### src/rtl/mfb_pkg.sv
package mfb_pkg;

    // Configuration port.
    localparam int CFG_IDX_W  = 1;
    localparam int CFG_DATA_W = 13;
    localparam logic [CFG_IDX_W-1:0] REG_WIDTH  = 1'd0;
    localparam logic [CFG_IDX_W-1:0] REG_HEIGHT = 1'd1;

    // Frame size registers.
    localparam int WIDTH_W  = 11;
    localparam int HEIGHT_W = 13;
    localparam logic [WIDTH_W-1:0]  WIDTH_RESET  = 11'd1024;
    localparam logic [HEIGHT_W-1:0] HEIGHT_RESET = 13'd1024;
    localparam int HEIGHT_LIMIT = 4096;

    // Datapath widths.
    localparam int PIX_W  = 8;
    localparam int ROW_W  = 13;
    localparam int SUM_W  = 12;
    localparam int CNT_W  = 4;
    localparam int Q3_W   = 10;
    localparam int KSIZE  = 3;

    // floor(s / 3) = (s * 2731) >> 13 holds exactly for every s below 4096.
    localparam int DIV3_MUL   = 2731;
    localparam int DIV3_SHIFT = 13;
    localparam int PROD_W     = 24;

    typedef struct packed {
        logic take;
        logic shift;
        logic sum;
        logic div1;
        logic load_out;
    } mfb_cmd_t;

    typedef struct packed {
        logic receiving;
        logic primed;
    } mfb_stat_t;

endpackage

### src/rtl/mfb_cfg.sv
module mfb_cfg
    import mfb_pkg::*;
    #(
        parameter int MAX_WIDTH = 1024
    )
    (
        input  logic                  clk,
        input  logic                  rst_n,
        input  logic                  cfg_valid,
        output logic                  cfg_ready,
        input  logic [CFG_IDX_W-1:0]  cfg_index,
        input  logic [CFG_DATA_W-1:0] cfg_data,
        output logic [WIDTH_W-1:0]    w_eff,
        output logic [HEIGHT_W-1:0]   h_eff
    );

    logic [WIDTH_W-1:0]  width_reg;
    logic [HEIGHT_W-1:0] height_reg;

    assign cfg_ready = 1'b1;

    always_ff @(posedge clk or negedge rst_n)
    begin
        if (!rst_n)
        begin
            width_reg  <= WIDTH_RESET;
            height_reg <= HEIGHT_RESET;
        end
        else if (cfg_valid)
        begin
            unique case (cfg_index)
                REG_WIDTH:  width_reg  <= cfg_data[WIDTH_W-1:0];
                REG_HEIGHT: height_reg <= cfg_data[HEIGHT_W-1:0];
                default: ;
            endcase
        end
    end

    // Out-of-range sizes behave as the nearest legal size.
    always_comb
    begin
        if (width_reg == '0)
        begin
            w_eff = WIDTH_W'(1);
        end
        else if (32'(width_reg) > MAX_WIDTH)
        begin
            w_eff = WIDTH_W'(MAX_WIDTH);
        end
        else
        begin
            w_eff = width_reg;
        end

        if (height_reg == '0)
        begin
            h_eff = HEIGHT_W'(1);
        end
        else if (32'(height_reg) > HEIGHT_LIMIT)
        begin
            h_eff = HEIGHT_W'(HEIGHT_LIMIT);
        end
        else
        begin
            h_eff = height_reg;
        end
    end

endmodule

### config.mk
export PLATFORM = sky130hd
export DESIGN_NAME = mfb_cfg
export DESIGN_NICKNAME = d
export VERILOG_FILES = /design/src/rtl/mfb_pkg.sv /design/src/rtl/mfb_cfg.sv
export SDC_FILE = /design/constraint.sdc
export NUM_CORES = 1
export LEC_CHECK = 0
export BUFFER_PORTS_ARGS = -buffer_cell sky130_fd_sc_hd__buf_4
export CORE_AREA = 2 2 57 59
export DETAILED_ROUTE_END_ITERATION = 10
export DIE_AREA = 0 0 59 61
export PLACE_DENSITY = 0.72
export SLEW_MARGIN = 15
export SYNTH_ARGS = -nofsm -noshare
export SYNTH_HDL_FRONTEND = slang
export SYNTH_SLANG_ARGS = --single-unit
### constraint.sdc
create_clock -name clk -period 1.3 [get_ports clk]
set_input_delay 0.13 -clock clk [delete_from_list [all_inputs] [get_ports clk]]
set_output_delay 0.13 -clock clk [all_outputs]
set_load 0.01 [all_outputs]
== Yosys cells after proc, flatten, opt, wreduce, memory -nomap -nowiden ==
Cells that the tools add are included.

* Bits of input ports: 17
* Register bits: 24
* Output and inout port bits: 25
* Word-level logic and storage cells: 13

* Bitwise logic cells: 1
* $lt $le $gt $ge: 2
* Reduce and logical (&&, ||, !) cells: 4
* Muxes and demuxes: 4

{| class="wikitable"
|+ Operator list
! cell !! number
|-
| $mux W13 || 2
|-
| $mux W11 || 2
|-
| $gt A13 B13 Y1 const B || 1
|-
| $logic_not A13 Y1 || 1
|-
| $gt A11 B11 Y1 const B || 1
|-
| $logic_not A11 Y1 || 1
|-
| $reduce_and A2 Y1 || 2
|-
| $not A1 Y1 || 1
|}

== Longest topological paths before layout ==
* Depth after elaboration: 3
* Mapped depth: 3
* Gate-level depth less buffers: 2

== Worst setup path before layout ==
No wires, ideal clock.

* Path type: register to register
* Start: register, netlist name width_reg[10]
* End: register width_reg[10]
* Required time: 1.240 ns
* Cell stages (with the launch flop): 3
* Data arrival time: 0.978 ns
* Clock period less this slack: 1.038 ns
* Path slack: 0.262 ns
* Path buffers: 1
* Setup time: 0.060 ns
* Cell sequence: dfstp_2 -> clkbuf_1 -> mux2_2

{| class="wikitable"
|+ RTL lines
! what !! RTL line !! RTL
|-
| end signal: assignment || mfb_cfg.sv:32 || <nowiki>REG_WIDTH: width_reg <= cfg_data[WIDTH_W-1:0];</nowiki>
|-
| end: declaration || mfb_cfg.sv:17 || <nowiki>logic [WIDTH_W-1:0] width_reg;</nowiki>
|}

== Final worst setup path ==
* Start: register width_reg[10]
* End: output w_eff[0]

* Cells in the longest elaborated chain, start to end: 3
* Elaborated cells on any way between the ends: 4
* Those cells by class: 1 x order compare; 2 x mux; 1 x reduce/logical

{| class="wikitable"
|+ RTL lines
! what !! RTL line !! RTL
|-
| $gt A11 B11 Y1 || mfb_cfg.sv:46 || <nowiki>else if (32'(width_reg) > MAX_WIDTH)</nowiki>
|-
| $mux W11 || mfb_cfg.sv:46 ||
|-
| $mux W11 (*) || mfb_cfg.sv:42 || <nowiki>if (width_reg == '0)</nowiki>
|-
| end: declaration || mfb_cfg.sv:13 || <nowiki>output logic [WIDTH_W-1:0] w_eff,</nowiki>
|}

Mark *: on every way between the ends. The rest lies on a longest branch, timed or not.

==> run metrics <==
fraction of layout instances using a drive strength above 1 0.738; number of CTS-inserted buffers 3; fillers 250; Area Overhead vs Synth 57.9%; vias post-DR 872; routability congestion estimate from global placement 0.720; initial antenna violation count 0; WHS 39.6 ps; Site Rows 20; register cell area after layout 603 sq um; Initial Util 0.394; violated checks setup timing; VDD IR-drop max 0.785 mV; DRT Wirelength 2760 um; cell leakage power 0.000892 uW; Worst-path clk slew 130 ps; ant diodes 0; IO buf count 40; GRT overflow 0; CP max-delay cell dfstp_2; critical path, cell by cell nor4_2 -> a32o_2 -> buf_6; Initial DRC Count 9; CP Class reg -> out; Worst setup SP type flip-flop; die span in y 61 um; Clock Latency Late Sink 310 ps; I/O pin total 42; DP Worst Slack 125 ps; post-route ant nets 0; Final setup viols 20; Mapped Area 0.00116 sq mm; first-pass GRT wire length 4040 um; WL/cell 15.5 um; number of remaining DRC errors 0; fmax 0.657 GHz; CTS root buf clkbuf_4; HP Class in -> reg; RSZ-0062 raised after global routing yes; Inst Count DP 157; final std cells w/o fill 178; clock tree buffer depth 2; MaxCap Viol Count 0; Pre-antenna DRT Iters 3; GRT Total Usage 0.153; outcome complete, but fails checks; WP buf/inv 1; vias per inst 4.90; max reg flops 13; endpoints failing hold 0; PwrDens 1220 mW/mm^2; WP data required 1170 ps; clock sinks 24; Syn. warnings 0; setup ws final -222 ps; Post-Syn Nets 105; crit-path max cell delay 630 ps; Cells after Synth 88; synthesized area per cell 13.2 sq um; Top Family by Delay on Critical Path flip-flops; CP Max Fanout 5; Synth Register Bits 24; total design power 2230 uW; DIE AREA 0.00360 sq mm; CTS tree built; Layout Utilization 0.622; pin count of the biggest net entering global routing 25; register area share after synthesis 0.519; final worst path period share 1.17; H-tree levels 1; crit path DAT 1390 ps; nets 163; post-layout min period 1520 ps; CP Capture Type primary output; skew final 0 ps; Final Max Tran Viols 0; Synth cell types 15; hpwl dp 1830 um; area of the multi-input gates 608 sq um; Core ar. 0.00295 sq mm; Die Width 59 um; vias in the first global route 839
-- repair_timing --
item / in CTS / in global routing
hold endpoints to repair: 24 / 0
setup endpoints to repair: 10 / 19
pin swaps: 4 / 0
hold buffers: 1 / 0
resized for setup: 14 / 32
buffers inserted: 8 / 9
-- worst register-to-register path, stage by stage (launching register included) --
cell	delay (ps)
dfrtp_1	440
buf_6	130
buf_4	120
mux2_4	250
-- per-layer routing --
metal | routed length [um] | global-route usage | up-vias
met5 | 0 | 0 | -
met4 | 31 | 0.0747 | 0
met3 | 147 | 0.0299 | 4
met2 | 1370 | 0.227 | 32
met1 | 1210 | 0.214 | 423
li1 | - | - | 413
-- per-stage QoR --
stage / setup TNS (ps) / area, sq um
floorplan: 0 / 1160
global route: -2910 / 1840
detailed placement: 0 / 1480
finish: -1770 / 1840
CTS: -1290 / 1640
global placement: 0 / 1480
-- synth_stat cells --
| master | count | area, sq um |
|---|---|---|
| a32o_1 | 2 | 20.0 |
| buf_4 | 1 | 7.51 |
| buf_6 | 2 | 22.5 |
| clkbuf_1 | 4 | 15.0 |
| conb_1 | 1 | 3.75 |
| dfrtp_1 | 22 | 551 |
| dfstp_2 | 2 | 52.6 |
| inv_1 | 2 | 7.51 |
| mux2_2 | 14 | 158 |
| mux2_4 | 10 | 150 |
| nand2_2 | 1 | 6.26 |
| nor2_1 | 1 | 3.75 |
| nor2b_1 | 20 | 125 |
| nor2b_2 | 1 | 8.76 |
| nor4_1 | 5 | 31.3 |
-- cells in the final DEF (no fill, tap or decap) --
master / Yosys / final
buf_4: 1 / 37
dfrtp_1: 22 / 22
buf_6: 2 / 21
mux2_2: 14 / 14
nor2b_1: 20 / 10
mux2_4: 10 / 10
nor2b_4: 0 / 8
nor2b_2: 1 / 3
nor4_2: 0 / 3
clkbuf_4: 0 / 3
inv_1: 2 / 2
a32o_2: 0 / 2
dfstp_2: 2 / 2
nor4_4: 0 / 1
nor4_1: 5 / 1
nor2_1: 1 / 1
nand2_2: 1 / 1
conb_1: 1 / 1
clkbuf_8: 0 / 1
dlygate4sd3_1: 0 / 1
buf_8: 0 / 1
-- power breakdown --
part           switching [uW]  internal (uW)
Combinational             306            558
Clock                     223            171
Sequential                112            864
-- cell type report --
cell class / count / area share
Multi-Input combinational cell: 55 / 0.331
Inverter: 2 / 0.00409
Timing Repair Buffer: 60 / 0.294
Tap cell: 33 / 0.0225
Clock buffer: 4 / 0.0198
Sequential cell: 24 / 0.329
-- worst paths after layout --
check	from	depth (start not counted)	slack [ps]	to
max in group asynchronous	rst_n	2	780	height_reg[10]$_DFFE_PN1P_
setup / recovery	width_reg[10]$_DFFE_PN1P_	3	-220	w_eff[0]
hold reg to reg	width_reg[0]$_DFFE_PN0P_	1	550	width_reg[0]$_DFFE_PN0P_
setup reg to reg	height_reg[8]$_DFFE_PN0P_	3	260	height_reg[8]$_DFFE_PN0P_
hold / removal	cfg_data[11]	2	40	height_reg[11]$_DFFE_PN0P_
min in group asynchronous	rst_n	2	240	width_reg[3]$_DFFE_PN0P_
-- cells by family after synthesis --
logic type	after synthesis	share of synthesized area
DFF	24	0.519
and+or+nand+nor	28	0.151
muxes	24	0.265
other	1	0.00323
AOI/OAI and AO/OA	2	0.0172
buffers and inverters	9	0.0452
(Power assumes the default switching activity.)
