**src/rtl/mfb_pkg.sv**
```systemverilog
package mfb_pkg;

    // Configuration port.
    localparam int CFG_IDX_W  = 1;
    localparam int CFG_DATA_W = 13;
    localparam logic [CFG_IDX_W-1:0] REG_WIDTH  = 1'd0;
    localparam logic [CFG_IDX_W-1:0] REG_HEIGHT = 1'd1;

    // Frame size registers.
    localparam int WIDTH_W  = 11;
    localparam int HEIGHT_W = 13;
    localparam logic [WIDTH_W-1:0]  WIDTH_RESET  = 11'd1024;
    localparam logic [HEIGHT_W-1:0] HEIGHT_RESET = 13'd1024;
    localparam int HEIGHT_LIMIT = 4096;

    // Datapath widths.
    localparam int PIX_W  = 8;
    localparam int ROW_W  = 13;
    localparam int SUM_W  = 12;
    localparam int CNT_W  = 4;
    localparam int Q3_W   = 10;
    localparam int KSIZE  = 3;

    // floor(s / 3) = (s * 2731) >> 13 holds exactly for every s below 4096.
    localparam int DIV3_MUL   = 2731;
    localparam int DIV3_SHIFT = 13;
    localparam int PROD_W     = 24;

    typedef struct packed {
        logic take;
        logic shift;
        logic sum;
        logic div1;
        logic load_out;
    } mfb_cmd_t;

    typedef struct packed {
        logic receiving;
        logic primed;
    } mfb_stat_t;

endpackage

```
**src/rtl/mfb_ctrl.sv**
```systemverilog
module mfb_ctrl
    import mfb_pkg::*;
    (
        input  logic      clk,
        input  logic      rst_n,
        input  logic      in_valid,
        output logic      in_ready,
        input  logic      mode,
        output logic      out_valid,
        input  logic      out_ready,
        input  mfb_stat_t stat,
        output mfb_cmd_t  cmd
    );

    localparam logic [2:0] ST_IDLE  = 3'd0;
    localparam logic [2:0] ST_SHIFT = 3'd1;
    localparam logic [2:0] ST_SUM   = 3'd2;
    localparam logic [2:0] ST_DIV1  = 3'd3;
    localparam logic [2:0] ST_DIV2  = 3'd4;

    logic [2:0] state_reg;
    logic [2:0] state_next;
    logic       out_valid_reg;
    logic       out_valid_next;
    logic       out_free;

    assign out_free  = !out_valid_reg || out_ready;
    assign out_valid = out_valid_reg;

    always_comb
    begin
        state_next = state_reg;
        in_ready   = 1'b0;
        cmd        = '0;
        unique case (state_reg)
            ST_IDLE:
            begin
                in_ready = 1'b1;
                // A drain request while the frame is still arriving is dropped.
                if (in_valid && !(mode && stat.receiving))
                begin
                    cmd.take   = 1'b1;
                    state_next = ST_SHIFT;
                end
            end
            ST_SHIFT:
            begin
                cmd.shift  = 1'b1;
                state_next = stat.primed ? ST_SUM : ST_IDLE;
            end
            ST_SUM:
            begin
                cmd.sum    = 1'b1;
                state_next = ST_DIV1;
            end
            ST_DIV1:
            begin
                cmd.div1   = 1'b1;
                state_next = ST_DIV2;
            end
            ST_DIV2:
            begin
                if (out_free)
                begin
                    cmd.load_out = 1'b1;
                    state_next   = ST_IDLE;
                end
            end
            default:
            begin
                state_next = ST_IDLE;
            end
        endcase
    end

    always_comb
    begin
        if (cmd.load_out)
        begin
            out_valid_next = 1'b1;
        end
        else if (out_ready)
        begin
            out_valid_next = 1'b0;
        end
        else
        begin
            out_valid_next = out_valid_reg;
        end
    end

    always_ff @(posedge clk or negedge rst_n)
    begin
        if (!rst_n)
        begin
            state_reg     <= ST_IDLE;
            out_valid_reg <= 1'b0;
        end
        else
        begin
            state_reg     <= state_next;
            out_valid_reg <= out_valid_next;
        end
    end

endmodule

```
**config.mk**
```make
export PLATFORM = sky130hd
export DESIGN_NAME = mfb_ctrl
export DESIGN_NICKNAME = d
export VERILOG_FILES = /design/src/rtl/mfb_pkg.sv /design/src/rtl/mfb_ctrl.sv
export SDC_FILE = /design/constraint.sdc
export NUM_CORES = 1
export LEC_CHECK = 0
export BUFFER_PORTS_ARGS = -buffer_cell sky130_fd_sc_hd__buf_4
export CORE_AREA = 10 10 47 49
export CTS_BUF_LIST = sky130_fd_sc_hd__clkbuf_8
export DETAILED_ROUTE_END_ITERATION = 6
export DIE_AREA = 0 0 57 59
export PLACE_DENSITY_LB_ADDON = 0.2
export SLEW_MARGIN = 20
export SYNTH_ARGS = -nofsm -noshare
export SYNTH_HDL_FRONTEND = slang
export SYNTH_SLANG_ARGS = --single-unit
```
**constraint.sdc**
```tcl
create_clock -name clk -period 1.65 [get_ports clk]
set_input_delay 0.33 -clock clk [delete_from_list [all_inputs] [get_ports clk]]
set_output_delay 0.33 -clock clk [all_outputs]
set_load 0.03 [all_outputs]
```
; ---- After elaboration in Yosys (flattened, before gate mapping)
; Cells that the tools add are included.
[classes]
eq_ne = 6
mux = 14
n_reduce_logical = 8
[op_table]
columns = op, count
row1 = $pmux W3 S5, 1
row2 = $mux W1, 10
row3 = $eq A3 B2 Y1 const B, 2
row4 = $mux W3, 2
row5 = $ne A2 B2 Y1 const B, 2
row6 = $eq A3 B1 Y1 const B, 1
row7 = $eq A3 B3 Y1 const B, 1
row8 = $logic_not A3 Y1, 1
row9 = $logic_and A1 B1 Y1, 2
row10 = $logic_not A1 Y1, 2
row11 = $mux W2, 1
row12 = $reduce_and A2 Y1, 1
row13 = $reduce_bool A2 Y1, 1
row14 = $logic_or A1 B1 Y1, 1
[word_totals]
reg_bits = 4
output_inout_bits = 7
word_cells = 30

; ---- Depth between registers and ports, before layout
; Gate-level depths: netlist of the first run.
[depth]
word_depth = 5
mapped_depth = 3
mapped_depth_nobuf = 2

; ---- Least setup slack after synthesis of the first run
; Ideal clock, no wire load.
[synth_timing]
kind = register to output
from = reg state_reg[2]
to = out cmd[4] (netlist name)
t_arrival_ns = 1.556
required_ns = 1.320
slack_ns = -0.236
stages_incl_launch_ff = 3
n_path_buf = 0
path_cell_list = dfrtp_1 nor3_1 and2_1
[synth_lines]
columns = item, line
row1 = "start, declared", mfb_ctrl.sv:21  ; logic [2:0] state_reg;
row2 = "start signal, assigned", mfb_ctrl.sv:101  ; state_reg <= state_next;
row3 = "end, declared", mfb_ctrl.sv:12  ; output mfb_cmd_t cmd

==> results.md, run 1 <==
- H-tree depth: 1
- Max-cap violations: 0
- Largest family of logic cells by synthesized area: simple AND/OR/NAND/NOR gates
- WP buf/inv: 1
- YS warnings: 0
- Synthesized cell area: 220 um2
- Setup WS pre-CTS: 180 ps
- Max Fclk: 0.625 GHz
- Die height: just under 60 um
- Multiplexer share of the synthesized area: 0
- Register area share after synthesis: 0.455
- Gr usage total: 0.0438
- Crit Path Class: reg -> out
- Req. time, crit path: 1320 ps
- ANT nets after route: 0
- Post-route setup slack: 50.8 ps
- GRT overflow: 0
- Post-synth top area cell: dfrtp_1
- Worst skew pair latency: 220 ps
- Syn avg cell area: 10.5 um2
- Most common cell after layout, fill and taps aside: buf_4
- Area growth, synth to finish: 88.6%
- # setup viols final: 0
- Vias post-DR: 220
- Cell count after synthesis: 21
- Row cnt: 14
- Critical-path cell list: or3b_4 -> nor2b_2 -> buf_6
- Initial antenna violation count: 0
- Crit path time final: 1600 ps
- Post-route clock skew: between 2 and 3 ps
- Antenna diode count: 0
- Detailed-route wire length per cell: 11.8 um
- Detailed placer's ending HPWL: 523 um
- Post-synthesis compound-gate area fraction: 0.142
- HP Class: in -> reg
- Worst r2r src: state_reg[1]
- IO Count: 14
- Layout Nets: 49
- Drt first pass iters: 2
- Global placement routability congestion: 0.686
- Status: finished clean
- Via density: between 3 and 4
- Yosys top cell area share: 0.455
- Slowest cell on the critical path: or3b_4
- DR iter-0 viols: 1
- Final Cycle Share: 0.969
- Max stage delay on crit path: about 420 ps
- Maximum VDD drop: 765 uV
- Initial Util: 0.157
- Crit path DAT: 1270 ps
- Rel. slew slack: 0.853
- LEAKAGE: 0.208 nW
- TritonCTS Sinks: 4
- Share of cells above drive strength 1: 0.625
- Final Hold Vio Count: 0
- Most area-consuming cells after synthesis: dfrtp_1 (45%), and2_1 (5.7%), nand2b_1 (5.7%)
- Syn nets: 28
- Die width: 57 um
- Placeable Area: 0.00140 mm2
- Hold_sp: stat[0]
- Clk buf depth: 2
- Post-Synth Simple-Gate Area: 0.369
- Worst setup SP type: register
- CP top delay family: simple AND/OR/NAND/NOR gates
- First-pass GRT wire length: 1.02 mm
- Post-detailed-route DRC marker count: 0
- Die ar.: around 0.0034 mm2
- CTS tree: yes
- Worst setup EP type: output port
- Vias in the first global route: 228
- Max reg flops: 3
- Pwr dens: 1960 mW/mm2
- Total chip power: 814 uW
- Synth cell types: 16
- Layout Utilization: 0.296
- Pins Over Slew Limit: 0
- Tightest Pin Transition: 219 ps
- Post-Synth XOR/XNOR Area: 0
- CTS Buf Count: 3
- Fill count: 164
- Worst-path clk slew: 30 ps
- Root buf cell: clkbuf_8
- Synth Register Bits: 4
- Post-Synth Adder-Cell Area: 0
- Most frequent cells in the layout: buf_4 (15), clkbuf_8 (3)
- Setup crit start: state_reg[1]
- Input/output buffers: 13
- Pin count of the biggest net entering global routing: 8
- Crit-path max FO: 3
- Post-Route WL: 659 um
-- report_power, final --
group	leakage [nW]	internal (mW)	switching (mW)	total, mW
logic	0.137	0.199	0.254	0.453
clock network	0.0216	0.155	0.0472	0.202
registers	0.0499	0.138	0.0202	0.158
total	0.208	0.492	0.321	0.814
-- cells by family (layout without fill, tap and decap cells) --
family                 after synthesis  count (layout)
AND/OR/NAND/NOR                     12              12
AO/OA/AOI/OAI                        4               4
flip-flops                           4               4
buffers and inverters                1              20
-- through the flow --
stage | cell area, um2 | TNS [ps] | std cells | hold WS (ps)
finish | 415 | 0 | 56 | 387
global route | 415 | -4.51 | 56 | 394
CTS | 408 | 0 | 55 | 391
detailed placement | 343 | 0 | 50 | 128
global placement | 343 | 0 | 50 | 126
floorplan | 225 | 0 | 21 | 34.4
-- area by class of cell --
class / instances / area, um2 / share of cell area
timing repair buffer: 17 / 134 / 0.322
multi-input combinational: 16 / 118 / 0.283
sequential: 4 / 103 / 0.247
clock buffer: 3 / 41.3 / 0.0994
tap: 16 / 20.0 / 0.0482
-- path summary, 6_finish.rpt --
| check | slack (ps) | to | cells past startpoint |
|---|---|---|---|
| worst max register to register | 640 | state_reg[2] | 3 |
| max in group asynchronous | 1090 | state_reg[0] | 2 |
| worst max-delay path | 50 | cmd[0] | 3 |
| worst min register to register | 540 | out_valid | 2 |
| min in group asynchronous | 450 | out_valid | 2 |
| worst min-delay path | 390 | state_reg[1] | 3 |
-- worst register-to-register path: stages (launching register included) --
cell,delay [ps]
dfrtp_1,370
buf_4,160
and3b_1,180
o21bai_2,180
-- per-layer routing --
| metal | vias up | share of wire | GRT usage |
|---|---|---|---|
| met1 | 99 | 0.37 | 0.0359 |
| met4 | 0 | 0.041 | 0.0604 |
| met2 | 10 | 0.51 | 0.0605 |
| met5 | - | 0 | 0 |
| met3 | 2 | 0.077 | 0.0300 |
| li1 | 109 | - | - |
-- synth_stat cells, drive strengths merged --
master  instances
buf             1
nand2b          2
o21bai          1
nand2           1
a21boi          1
nor3b           1
and2            2
o21a            1
nor3            1
nand3b          1
nor2            1
nor2b           1
or3b            1
and3b           1
a21oi           1
dfrtp           4
-- what timing repair did --
| action | CTS | global route |
|---|---|---|
| setup buffers | 1 | 1 |
| resized for setup | 3 | 0 |
| endpoints found under the hold margin | 4 | 0 |
| setup endpoints to repair | 1 | 1 |
| hold buffers | 1 | 0 |
| pin swaps | 0 | 1 |
(Power assumes the default switching activity.)
==> run 2: changes to the inputs <==
- PLACE_DENSITY_LB_ADDON: 0.2 -> unset
==> run 2 against run 1 <==
Flip-flop and latch count is the same. Global-route usage decreased by 0.53 points. Critical path depth unchanged. Via count shrank 2.7%. Fmax increased by 0.22%. Final cell count unchanged. Sequential share of layout area shrank 0.23 points. Clock power barely moved. Die area stayed put. Routed wire length down 6.2%. Worst setup slack better by 3.5 ps. Critical path type unchanged. Largest cell class unchanged.
==> results.md, run 2 (synthesis results as in run 1) <==
- Via density: 3.82
- Reg2reg end: state_reg[2]
- Register area: 100 um2
- Post-Route WL: roughly 620 um
- CTS Buf Count: 3
- Initial Util: 0.157
- Status: finished clean
- Antenna diode count: 0
- RSZ-0062 raised after global routing: no
- Cts repair resizes: 0
- TritonCTS Sinks: 4
- Max reg flops: 3
- FF-to-FF path depth: 3
- TNS Setup: 0 ps
- Root buf cell: clkbuf_8
- Hold Crit Endpoint: state_reg[1]
- ANT nets after route: 0
- Gr usage total: 0.0385
- Post-route setup slack: 54.3 ps
- Final instance area: around 410 um2
- Req. time, crit path: 1320 ps
- Die ar.: 0.00336 mm2
- Layout Utilization: 0.292
- Post-route clock skew: 0.252 ps
- Die width: 57 um
- Crit path DAT: 1270 ps
- Crit-path max FO: 3
- GRT overflow: 0
- Crit path time final: ~1600 ps
- Fin Hold WS: 394 ps
- First-pass GRT wire length: around 1.0 mm
- Worst skew pair latency: 210 ps
- Hold Path Cell Cnt: 3
- Hold_sp: stat[0]
- Max Fclk: roughly 0.63 GHz
- Worst-path clk slew: about 30 ps
- Dpl cell area: 343 um2
- Pwr dens: 1960 mW/mm2
- HP Class: in -> reg
- Initial antenna violation count: 0
- Global placement routability congestion: 0.617
- Placed Cells: 50
- Die height: between 50 and 60 um
- Placeable Area: 0.00140 mm2
- Most common cell after layout, fill and taps aside: buf_4
- Total chip power: 802 uW
- Multi-input gate area: 118 um2
- Rel. slew slack: 0.853
- Row cnt: 14
- Post-detailed-route DRC marker count: 0
- Worst setup SP type: register
- Layout Nets: 49
- CTS tree: yes
- Final Hold Vio Count: 0
- Pins Over Slew Limit: 0
- Most frequent cells in the layout: buf_4 (16), dfrtp_1 (4), clkbuf_8 (3)
- # setup viols final: 0
- Fill count: 159
- H-tree depth: 1
- Worst setup EP type: output port
- Input/output buffers: 13
- Layout Cells excl Fill: 56
- Vias post-DR: ~210
- Crit Path Class: reg -> out
- Drt first pass iters: 2
- DR iter-0 viols: 2
- Area growth, synth to finish: 85.8%
- Detailed-route wire length per cell: 11.0 um
- Worst r2r src: state_reg[1]
- R2r setup slk: around 640 ps
- Max-cap violations: 0
- IO Count: 14
- Vias in the first global route: 234
- Pin count of the biggest net entering global routing: 8
- LEAKAGE: 0.210 nW
- Tightest Pin Transition: ~220 ps
- Maximum VDD drop: 457 uV
- Setup WS pre-CTS: 192 ps
- Final Cycle Share: 0.967
- Clk buf depth: 2
- Share of cells above drive strength 1: 0.575
==> run 2: cell counts in the layout (fill, tap and decap cells not counted) <==
Identical to the previous run, type by type.
==> run 2: per-layer routing <==
metal  vias to the layer above  share of wire  track usage
met5                         -              0            0
met4                         0              0       0.0302
met3                         0          0.055       0.0215
met2                         4           0.56       0.0605
met1                       101           0.39       0.0369
li1                        109              -            -
==> run 2: area by class of cell <==
class                      count  area share
timing repair buffer          17       0.318
multi-input combinational     16       0.287
sequential                     4       0.245
tap                           16      0.0489
clock buffer                   3       0.101
==> run 2: how the worst max path moves through the flow <==
| stage | start | endpoint | slack (ps) |
|---|---|---|---|
| final | state_reg[0] | cmd[0] | 50 |
| after global routing | state_reg[0] | cmd[0] | 10 |
| after CTS | state_reg[0] | cmd[0] | 50 |
| after detailed placement | state_reg[0] | cmd[0] | 190 |
| after global placement | state_reg[0] | cmd[0] | 200 |
| after floorplan | state_reg[2] | cmd[4] | 50 |
==> run 2: critical path, cell delays in order (launching register included) <==
cell and delay [ps]:
dfrtp_1 370, or3b_4 410, nor2b_2 110, buf_4 160
==> run 2: power by group <==
part / switching, mW / leakage (nW) / internal (mW)
Sequential: 0.0175 / 0.0527 / 0.135
Clock: 0.0460 / 0.0216 / 0.155
Combinational: 0.252 / 0.136 / 0.196
==> run 2: timing repair <==
item	4_1_cts	5_1_grt
hold endpoints to repair	4	0
hold buffers	1	0
setup buffers	2	0
setup endpoints to repair	1	0
